[config.mk]
export PLATFORM = sky130hd
export DESIGN_NAME = gmmpc_ctrl
export DESIGN_NICKNAME = d
export VERILOG_FILES = /design/src/design/gmm_min_distance_pixel_classifier_macros.svh /design/src/design/gmmpc_pkg.sv /design/src/design/gmmpc_ctrl.sv
export SDC_FILE = /design/constraint.sdc
export NUM_CORES = 1
export LEC_CHECK = 0
export ABC_AREA = 1
export BUFFER_PORTS_ARGS = -buffer_cell sky130_fd_sc_hd__buf_2
export CAP_MARGIN = 20
export CORE_AREA = 3 3 40 42
export DETAILED_ROUTE_END_ITERATION = 12
export DIE_AREA = 0 0 43 45
export GPL_TIMING_DRIVEN = 1
export PLACE_DENSITY = 0.76
export SETUP_SLACK_MARGIN = 0.15
export SLEW_MARGIN = 15
export SYNTH_ARGS = -nofsm -noshare
export SYNTH_HDL_FRONTEND = slang
export SYNTH_SLANG_ARGS = --single-unit
[constraint.sdc]
create_clock -name clk -period 3.3 [get_ports clk]
set_clock_uncertainty 0.05 [all_clocks]
set_input_delay 0.66 -clock clk [delete_from_list [all_inputs] [get_ports clk]]
set_output_delay 0.66 -clock clk [all_outputs]
set_load 0.1 [all_outputs]
[src/design/gmm_min_distance_pixel_classifier_macros.svh]
// ----------------------------------------------------------------------------
// Assertion macros for the pixel classifier
// Clocked implication checks with synchronous reset masking.
// ----------------------------------------------------------------------------
`ifndef GMM_MIN_DISTANCE_PIXEL_CLASSIFIER_MACROS_SVH
`define GMM_MIN_DISTANCE_PIXEL_CLASSIFIER_MACROS_SVH

// Same-cycle implication: when a holds, b holds.
`define GMMPC_ASSERT_IMPL(label, clk, rst, a, b) \
  label: assert property (@(posedge clk) disable iff (rst) (a) |-> (b)) \
    else $error("gmmpc: same-cycle check failed");

// Next-cycle implication: when a holds, b holds in the next cycle.
`define GMMPC_ASSERT_NEXT(label, clk, rst, a, b) \
  label: assert property (@(posedge clk) disable iff (rst) (a) |=> (b)) \
    else $error("gmmpc: next-cycle check failed");

`endif

[src/design/gmmpc_pkg.sv]
// ----------------------------------------------------------------------------
// gmmpc_pkg
// Shared types and constants of the pixel classifier.
// ----------------------------------------------------------------------------
`timescale 1ns / 1ps
`default_nettype none

package gmmpc_pkg;

  localparam int MAX_COMPONENTS_DEF = 8;
  localparam int CHANNELS_DEF       = 3;
  localparam int PIXEL_CHANNELS     = 3;

  localparam int SAMPLE_W  = 8;
  localparam int MEAN_W    = 16;
  localparam int SCALE_W   = 32;
  localparam int ENTRY_W   = MEAN_W + SCALE_W;
  localparam int SQ_W      = 2 * MEAN_W;
  localparam int PROD_W    = SQ_W + SCALE_W;
  localparam int FRAC_DROP = 24;
  localparam int TERM_W    = PROD_W - FRAC_DROP;
  localparam int SUM_W     = TERM_W + 2;     // up to four channel terms
  localparam int DIST_W    = 32;
  localparam int COUNT_W   = 4;
  localparam int COMP_IDX_W = 3;
  localparam int CHAN_IDX_W = 2;

  localparam int IN_TDATA_W  = 80;
  localparam int OUT_TDATA_W = 40;
  localparam int CFG_IDX_W   = 1;
  localparam int CFG_DATA_W  = 32;

  localparam logic [DIST_W-1:0] DIST_SAT = '1;

  // item kinds on tuser
  localparam logic CMD_CLASSIFY = 1'b0;
  localparam logic CMD_LOAD     = 1'b1;

  // configuration register indexes
  localparam logic [CFG_IDX_W-1:0] REG_THRESHOLD = 1'b0;
  localparam logic [CFG_IDX_W-1:0] REG_COUNT     = 1'b1;

  typedef enum logic [1:0] {
    ST_IDLE,
    ST_ISSUE,
    ST_DRAIN,
    ST_EMIT
  } ctrl_state_t;

  typedef struct packed {
    logic start;   // latch pixel, preset minimum
    logic load;    // write one table entry
    logic rd_en;   // read one component row
    logic emit;    // move minimum into output register
  } dp_cmd_t;

  typedef struct packed {
    logic busy;      // pipeline holds work
    logic out_free;  // output register can take a result
  } dp_stat_t;

endpackage

`default_nettype wire

[src/design/gmmpc_ctrl.sv]
// ----------------------------------------------------------------------------
// gmmpc_ctrl
// Sequencer: takes items, walks the active components, hands out results.
// ----------------------------------------------------------------------------
`timescale 1ns / 1ps
`default_nettype none

module gmmpc_ctrl #(
  parameter int MAX_COMPONENTS = gmmpc_pkg::MAX_COMPONENTS_DEF,
  localparam int AW = (MAX_COMPONENTS > 1) ? $clog2(MAX_COMPONENTS) : 1
) (
  input  wire logic                          clk,
  input  wire logic                          rst,
  input  wire logic                          in_valid,
  input  wire logic                          in_kind,
  output      logic                          in_ready,
  input  wire logic [gmmpc_pkg::COUNT_W-1:0] count,
  input  wire gmmpc_pkg::dp_stat_t           stat,
  output      gmmpc_pkg::dp_cmd_t            cmd,
  output      logic [AW-1:0]                 rd_addr
);

  localparam int CW = $clog2(MAX_COMPONENTS + 1);

  gmmpc_pkg::ctrl_state_t state, state_next;
  logic [AW-1:0] k, k_next;
  logic [CW-1:0] cnt, cnt_next;
  logic [CW-1:0] cnt_eff;
  logic          accept;

  assign cnt_eff = (32'(count) > 32'(MAX_COMPONENTS)) ? CW'(MAX_COMPONENTS) : CW'(count);
  assign rd_addr = k;

  always_ff @(posedge clk) begin
    if (rst) begin
      state <= gmmpc_pkg::ST_IDLE;
      k     <= '0;
      cnt   <= '0;
    end else begin
      state <= state_next;
      k     <= k_next;
      cnt   <= cnt_next;
    end
  end

  always_comb begin
    state_next = state;
    k_next     = k;
    cnt_next   = cnt;
    cmd        = '0;
    in_ready   = 1'b0;
    accept     = 1'b0;
    unique case (state)
      gmmpc_pkg::ST_IDLE: begin
        in_ready = 1'b1;
        accept   = in_valid;
        if (accept) begin
          if (in_kind == gmmpc_pkg::CMD_LOAD) begin
            cmd.load = 1'b1;
          end else begin
            cmd.start = 1'b1;
            k_next    = '0;
            cnt_next  = cnt_eff;
            state_next = (cnt_eff == '0) ? gmmpc_pkg::ST_EMIT : gmmpc_pkg::ST_ISSUE;
          end
        end
      end
      gmmpc_pkg::ST_ISSUE: begin
        cmd.rd_en = 1'b1;
        if ((CW'(k) + 1'b1) == cnt) begin
          state_next = gmmpc_pkg::ST_DRAIN;
        end else begin
          k_next = k + 1'b1;
        end
      end
      gmmpc_pkg::ST_DRAIN: begin
        if (!stat.busy) begin
          state_next = gmmpc_pkg::ST_EMIT;
        end
      end
      gmmpc_pkg::ST_EMIT: begin
        if (stat.out_free) begin
          cmd.emit   = 1'b1;
          state_next = gmmpc_pkg::ST_IDLE;
        end
      end
      default: state_next = gmmpc_pkg::ST_IDLE;
    endcase
  end

endmodule

`default_nettype wire

==> results of run 1 <==
## layout make-up
type / count / share of cell area
Clock buffer: 4 / 0.0329
Tap cell: 15 / 0.0235
Multi-Input combinational cell: 71 / 0.518
Inverter: 20 / 0.0939
Sequential cell: 9 / 0.225
Timing Repair Buffer: 17 / 0.106
## cells in the mapped netlist (all sizes together)
master,instances
nand2,31
inv,20
nor2,10
dfxtp,9
a21oi,7
nand3,7
ha,6
nor3,3
o21ai,3
a211oi,1
a22oi,1
nand4,1
nor4,1
## cell families (layout without fill, tap and decap cells)
group                    after synthesis  in the layout  synth area share
AND/OR/NAND/NOR                       53             53             0.394
flip-flops                             9              9             0.274
adder cells (fa/ha/maj)                6              6             0.114
buffers and inverters                 20             41             0.114
AO/OA/AOI/OAI                         12             12             0.105
## registers in the layout, summed over array words and instances (netlist names)
signal,count
cnt,4
rd_addr,3
state,2
## stage by stage
step                std cells  cell area, um2   util  TNS, ps
finish                    136             800  0.622        0
global route              136             800  0.622        0
floorplan                 100             669      -    -97.8
detailed placement        132             773  0.602        0
CTS                       136             800  0.622        0
global placement          132             773  0.602        0
## worst min path at each step
| stage | from | to | slack (ps) |
|---|---|---|---|
| 2_1_floorplan | cnt[3] | cnt[3] | 400 |
| 3_3_place_gp | cnt[1] | cnt[1] | 420 |
| 3_5_place_dp | cnt[0] | cnt[0] | 430 |
| 4_1_cts | cnt[0] | cnt[0] | 430 |
| 5_1_grt | cnt[0] | cnt[0] | 450 |
| 6_report | cnt[1] | cnt[1] | 430 |
## metal layers
layer | track usage | wire (um)
met5 | 0 | 0
met4 | 0.0723 | 25
met3 | 0.0359 | 59
met2 | 0.287 | 691
met1 | 0.184 | 574
## worst reg2reg max path, stage by stage (launching register included)
cell and delay [ps]:
dfxtp_1 360, inv_1 110, ha_1 250, inv_2 100, a21oi_1 60, inv_2 110, o21ai_0 110, a21oi_2 160
nand2_2 90, o21ai_0 160, nor2_1 60
==> impl_results.md, run 1 <==
* Critical path depth in cells at 5
* Cell Rows at 13
* Die Height at between 40 and 50 um
* Commonest non-fill, non-tap cell in the layout: nand2_1
* Final wirelength at approximately 1400 um
* Post-Syn Area at 658 um2
* CTS tree: built
* Maximum fanout along the worst path at 4
* Mapped Nets at around 120
* Crit path launch: state[0]
* Root Driver: clkbuf_4
* Initial core utilization at 0.512
* CP endpoint: cmd[3]
* Hold Crit Depth at 2
* Yosys reg bits at 9
* Worst Path Arrival at 1640 ps
* RR Endpoint: state[1]
* Syn Inst Count at 100
* Die area at 0.00194 mm2
* Gpl congestion at 0.805
* Antenna violations before repair at 0
* Crit start category: flop
* Worst R2R Path Depth at 10
* Count of different cell masters after synthesis at 20
* Clock Sinks at 9
* Register area share after synthesis at 0.274
* Class of the worst hold path: flop to flop
* Clock buffer depth at 2
* CP endpoint kind: primary output
* R2r setup slk at 1600 ps
* Core Area at 0.00128 mm2
* Synthesis-to-layout area growth at 21.5%
* Initial drt markers at 5
* Diodes inserted at 0
* Most frequent cells in the layout: nand2_1, buf_2, inv_1, dfxtp_1, nor2_1
* IO Pins at 18
* Period minus WS final at 2350 ps
* Post-CTS sizing at 0
* WP buf/inv at 3
* Final setup vio count at 0
* Worst relative slew slack at 0.677
* Max Cap Violations at 0
* Largest net degree at the start of global routing at 8
* Worst path max stage delay at 450 ps
* Hold_ws at 427 ps
* Final Max Tran Viols at 0
* WL per Instance at 9.93 um
* GRT Total Usage at 0.161
* Synthesized area per cell at 6.58 um2
* Number of global-route vias before repair at 580
* Port-buffer cells at 17
* Synth warn at 0
* CTS buffer count at 3
* Fin nets at 138
* Final hold vios at 0
* Post-CTS setup buffer count at 0
* CP Class: flop to primary output
* Reg area at 180 um2
* Status: completed
* # fillers at 132
* Post-synth top area share at 0.274
* Delay-heaviest family, CP: buffers and inverters
* Post-DP HPWL at 1140 um
* Via count at 656
* Slowest stage cell, crit path: buf_2
* Cts hold-fix bufs at 0
* GR Overflow Total at 0
* Crit-path cells: inv_1 -> ha_1 -> inv_2 -> nor3_4 -> buf_2
* Area leader, netlist: dfxtp_1
* CP required at 2590 ps
* Worst-Margin Slew at between 400 and 500 ps
* First-pass GRT wire length at 2350 um
* Fmax at 426 MHz
* Clock Pin Slew Worst Setup and Hold Paths at 70 ps
* CTS H-tree lvls at 1
* Final worst-path cycle share at 0.712
* Pre-CTS setup slack at 1180 ps
* Pre-Repair DR Iteration Count at 4
* DR vias/cell at 4.82
* ANT nets after route at 0
* Critical register-to-register path startpoint: state[0]
* RSZ-0062 raised after global routing: false
* Layout cells sized above 1 at 0.306
* Setup ws final at 951 ps
* Die X at 43 um
* Synth area leaders: dfxtp_1, nand2_1, ha_1
* DRC Markers at 0
* Multi-input gate area at 414 um2
* Worst-skew pair later-pin latency at 270 ps
Power of run 1 is not shown: default switching activity piles up to over one toggle a cycle in this logic, so the estimate is an artifact.
==> inputs of run 2 (changes only) <==
Settings changed: CORE_AREA 3 3 40 42 to not set, CORE_MARGIN set to 3, CORE_UTILIZATION set to 49, DIE_AREA 0 0 43 45 to not set, PLACE_DENSITY 0.76 to 0.75.
Clock period 3.3 ns to 2.2 ns, I/O delays scaled along.
==> run 2 against run 1 <==
Net effect:
- first-iteration DRC count rose to 3.2 times the previous value
- die area down 6.0%
- global-route usage down 0.097 points
- flip-flop and latch count unchanged
- via count up 3.4%
- highest routed layer unchanged
==> impl_results.md, run 2 (synthesis results as in run 1) <==
* # fillers at 103 (-22%)
* Worst Path Arrival at 1470 ps (-170 ps)
* WL per Instance at 10.3 um (+3.4%)
* Clock Sinks at 9 (unchanged)
* Final worst-path cycle share at 0.889
* DRC Markers at 0 (unchanged)
* Via count at 678 (+3.4%)
* Status: completed
* Worst R2R Path Depth at 10 (unchanged)
* Initial core utilization at 0.555 (+0.0427)
* IO Pins at 18 (unchanged)
* Post-CTS setup buffer count at 0 (unchanged)
* Die Height at 42.7 um (-5.2%)
* WP buf/inv at 2 (-1)
* Class of the worst hold path: primary input to flop
* RR Endpoint: state[1]
* Root Driver: clkbuf_4
* Crit-path cells: inv_2 -> ha_1 -> buf_2
* Diodes inserted at 0 (unchanged)
* Hold Crit Depth at 2 (unchanged)
* Antenna violations before repair at 0 (unchanged)
* Post-layout util at 0.704 (+0.0814)
* CTS H-tree lvls at 1 (unchanged)
* GRT Total Usage at 0.160 (-0.000967)
* Worst-skew pair later-pin latency at 260 ps (about the same)
* GR Overflow Total at 0 (unchanged)
* Max reg flops at 4 (unchanged)
* Final wirelength at 1390 um (+2.7%)
* CP required at 1710 ps (-880 ps)
* Slowest stage cell, crit path: buf_2
* Worst path max stage delay at 480 ps (+30 ps)
* Fmax at 511 MHz
* Period minus WS final at around 2000 ps
* Initial drt markers at 16 (+11)
* Most frequent cells in the layout: nand2_1, buf_2, inv_1, nor2_1
* Worst-Margin Slew at 488 ps (-0.935 ps)
* Port-buffer cells at 17 (unchanged)
* Reg area at 185 um2 (+2.8%)
* ANT nets after route at 0 (unchanged)
* Final setup vio count at 0 (unchanged)
* Worst relative slew slack at 0.677 (about the same)
* Commonest non-fill, non-tap cell in the layout: nand2_1
* Die X at 42.7 um (-0.81%)
* Pre-Repair DR Iteration Count at 4 (unchanged)
* Cts hold-fix bufs at 0 (unchanged)
* Final Max Tran Viols at 0 (unchanged)
* Gpl congestion at 0.712 (-12%)
* Final hold vios at 0 (unchanged)
* CP Class: flop to primary output
* CP endpoint kind: primary output
* Hold path start: rst
* Synthesis-to-layout area growth at 26.8%
* RSZ-0062 raised after global routing: false
* Cell Rows at 12 (-1)
* Cell total after placement at 131 (-0.76%)
* Number of global-route vias before repair at 547 (-5.7%)
* Post-DP HPWL at 1150 um (+0.75%)
* First-pass GRT wire length at 2260 um (-3.5%)
* R2r setup slk at 590 ps (-1010 ps)
* Non-filler instance count after layout at 135 (-0.74%)
* DR vias/cell at 5.02 (+4.1%)
* Post-CTS sizing at 1 (+1)
* Hold EP: cnt[0]
* Multi-input gate area at 438 um2 (+5.7%)
* Max Cap Violations at 0 (unchanged)
* Core Area at 0.00119 mm2 (-7.7%)
* Die area at 0.00182 mm2 (-6.0%)
* Clock buffer depth at 2 (unchanged)
* Fin nets at 138 (unchanged)
* CTS buffer count at 3 (unchanged)
* Critical register-to-register path startpoint: rd_addr[0]
* CTS tree: built
* Largest net degree at the start of global routing at 8 (unchanged)
* Delay-heaviest family, CP: buffers and inverters
* Top reg by flops: cnt
* Crit start category: flop
* Clock Pin Slew Worst Setup and Hold Paths at 60 ps (about the same)
* Maximum fanout along the worst path at 5 (+1)
* Layout cells sized above 1 at 0.372 (+0.0661)
==> run 2: cell types whose count changed in the layout (fill, tap and decap cells not counted), moves of 2 or more <==
cell,before,now
dfxtp_2,0,4
inv_1,16,13
inv_2,4,6
dfxtp_1,9,5
buf_2,17,15
==> run 2: area by class of cell <==
cell class / instances / share of cell area
clock buffers: 4 / 0.0315
repair buffers: 17 / 0.108
well taps: 14 / 0.0210
multi-input cells: 71 / 0.525
flip-flops and latches: 9 / 0.222
inverters: 20 / 0.0930
==> run 2: metal layers <==
layer	up-vias	global-route usage	wire length, um
met2	14	0.272	702
met3	2	0.0381	59
met1	308	0.193	615
met5	-	0	0
li1	354	-	-
met4	0	0.0559	8
==> run 2: worst max path at each step <==
stage,start,to,depth (start not counted),slack (ps)
floorplan,state[0],cnt[0],8,-60
global placement,state[0],cmd[3],5,470
detailed placement,state[0],cmd[3],5,430
CTS,state[0],cmd[2],5,200
global route,state[1],cmd[1],3,180
finish,state[1],cmd[1],3,240
==> run 2: stage by stage <==
stage | hold slack, ps | setup TNS, ps | setup WS (ps) | area (um2)
2_1_floorplan | 402 | -201 | -64.3 | 701
3_3_place_gp | 425 | 0 | 470 | 803
3_5_place_dp | 427 | 0 | 427 | 803
4_1_cts | 341 | 0 | 202 | 832
5_1_grt | 359 | 0 | 177 | 835
6_report | 347 | 0 | 243 | 835
Power of run 2 is left out for the same reason.
==> inputs of run 3 (changes only) <==
Settings changed: GPL_TIMING_DRIVEN 1 to 0.
==> run 3 against run 2 <==
Net effect:
- utilization decreased by 0.21 points
- first-iteration DRC count decreased by 38%
- largest cell class unchanged
- design area decreased by 0.30%
- flip-flop and latch count unchanged
- highest routed layer unchanged
- critical path depth increased by 2
- global-route usage increased by 0.10 points
- register-to-register slack improved by 20 ps
- via count decreased by 0.15%
==> impl_results.md, run 3 (synthesis results as in run 1) <==
* Hold_ws at 344 ps (-2.84 ps)
* Worst-Margin Slew at 488 ps (+0.497 ps)
* DR vias/cell at 5.01 (-0.15%)
* # fillers at 108 (+4.9%)
* Initial core utilization at 0.555 (unchanged)
* Multi-input gate area at 438 um2 (unchanged)
* GRT Max-Usage Layer: met2
* GR Overflow Total at 0 (unchanged)
* CP endpoint kind: primary output
* Maximum fanout along the worst path at 4 (-1)
* CP Class: flop to primary output
* Final hold vios at 0 (unchanged)
* Placed Area at 803 um2 (unchanged)
* CP required at 1710 ps (about the same)
* Root Driver: clkbuf_4
* Core Area at 0.00119 mm2 (unchanged)
* CTS buffer count at 3 (unchanged)
* IO Pins at 18 (unchanged)
* Number of global-route vias before repair at 564 (+3.1%)
* Clock Pin Slew Worst Setup and Hold Paths at 60 ps (about the same)
* Setup TNS at 0 ps (unchanged)
* RR Endpoint: rd_addr[2]
* Worst Path Arrival at 1490 ps (+20 ps)
* Setup ws final at 220 ps (-23.0 ps)
* Final worst-path cycle share at 0.900 (+0.0105)
* Via count at 677 (-0.15%)
* Post-DP HPWL at 1150 um (-0.12%)
* ANT nets after route at 0 (unchanged)
* Reg area at 185 um2 (unchanged)
* Pre-CTS setup slack at 442 ps (+14.5 ps)
* Diodes inserted at 0 (unchanged)
* Worst relative slew slack at 0.677 (about the same)
* Clock buffer depth at 2 (unchanged)
* WL per Instance at 9.96 um (-3.0%)
* Worst R2R Path Depth at 10 (unchanged)
* Met1 GRT Util at 0.206 (+0.0134)
* Fin nets at 138 (unchanged)
* First-pass GRT wire length at 2280 um (+0.62%)
* Max reg flops at 4 (unchanged)
* Period minus WS final at 1980 ps (+23.0 ps)
* Gpl congestion at 0.733 (+3.0%)
* Post-route cell area at 832 um2 (-0.30%)
* Antenna violations before repair at 0 (unchanged)
* DRC Markers at 0 (unchanged)
* Commonest non-fill, non-tap cell in the layout: nand2_1
* CTS tree: built
* Class of the worst hold path: primary input to flop
* Pre-Repair DR Iteration Count at 4 (unchanged)
* Critical register-to-register path startpoint: rd_addr[0]
* GRT met2 Usage at 0.260 (-0.0120)
* M3 GR Usage at 0.0636 (+0.0254)
* Layout cells sized above 1 at 0.372 (unchanged)
* Max Cap Violations at 0 (unchanged)
* Die area at 0.00182 mm2 (unchanged)
* Largest net degree at the start of global routing at 8 (unchanged)
* Port-buffer cells at 17 (unchanged)
* Crit start category: flop
* Final wirelength at 1350 um (-3.0%)
* Crit path launch: state[1]
* Worst path max stage delay at 440 ps (-40 ps)
* Synthesis-to-layout area growth at 26.4%
* Most frequent cells in the layout: nand2_1, buf_2, inv_1, nor2_1
* CTS H-tree lvls at 1 (unchanged)
* Die X at 42.7 um (unchanged)
* Worst-skew pair later-pin latency at 260 ps (about the same)
* RSZ-0062 raised after global routing: false
* Slowest stage cell, crit path: buf_2
* Initial drt markers at 10 (-6)
* R2r setup slk at 610 ps (+20 ps)
* Final setup vio count at 0 (unchanged)
* Crit-path cells: inv_2 -> ha_4 -> inv_4 -> nor3_4 -> buf_2
* GRT Total Usage at 0.161 (+0.00101)
* Fmax at 505 MHz (-1.2%)
* CP endpoint: cmd[2]
* Clock Sinks at 9 (unchanged)
* Final Max Tran Viols at 0 (unchanged)
* Status: completed
* Cell Rows at 12 (unchanged)
* Die Height at 42.7 um (unchanged)
* Top reg by flops: cnt
run 3: cell counts in the layout (fill, tap and decap cells not counted):
No cell type changed its count.
run 3: final cells by class:
cell class,count,share of cell area
multi-input cells,71,0.526
well taps,14,0.0211
clock buffers,4,0.0316
flip-flops and latches,9,0.223
inverters,20,0.0932
repair buffers,17,0.105
run 3: what timing repair did:
item | 4_1_cts | 5_1_grt
setup endpoints to repair | 0 | 1
hold buffers | 0 | 0
gates resized for setup | 0 | 1
buffers inserted | 0 | 0
run 3: critical path: cells and delay by family, from the launching register on:
kind / cells / cell delay [ps]
buf+inv: 3 / 580
simple gates: 1 / 150
flops: 1 / 340
fa+ha+maj: 1 / 160
run 3: how the worst min path moves through the flow:
stage                      start      to  slack [ps]  cells after the start
after floorplan           cnt[3]  cnt[3]         400                      2
after global placement    cnt[1]  cnt[1]         420                      2
after detailed placement  cnt[0]  cnt[0]         430                      2
after CTS                    rst  cnt[1]         340                      2
after global routing         rst  cnt[1]         350                      2
final                        rst  cnt[1]         340                      2
run 3: per-layer routing:
| layer | vias up | share of wire |
|---|---|---|
| met3 | 2 | 0.053 |
| met1 | 306 | 0.46 |
| met4 | 0 | 0.0045 |
| met5 | - | 0 |
| li1 | 355 | - |
| met2 | 14 | 0.48 |
run 3: metrics by stage:
stage,util,instances
6_report,0.701,135
5_1_grt,0.701,135
4_1_cts,0.699,135
3_5_place_dp,0.677,131
3_3_place_gp,0.677,131
2_1_floorplan,-,100
Power of run 3 is left out for the same reason.
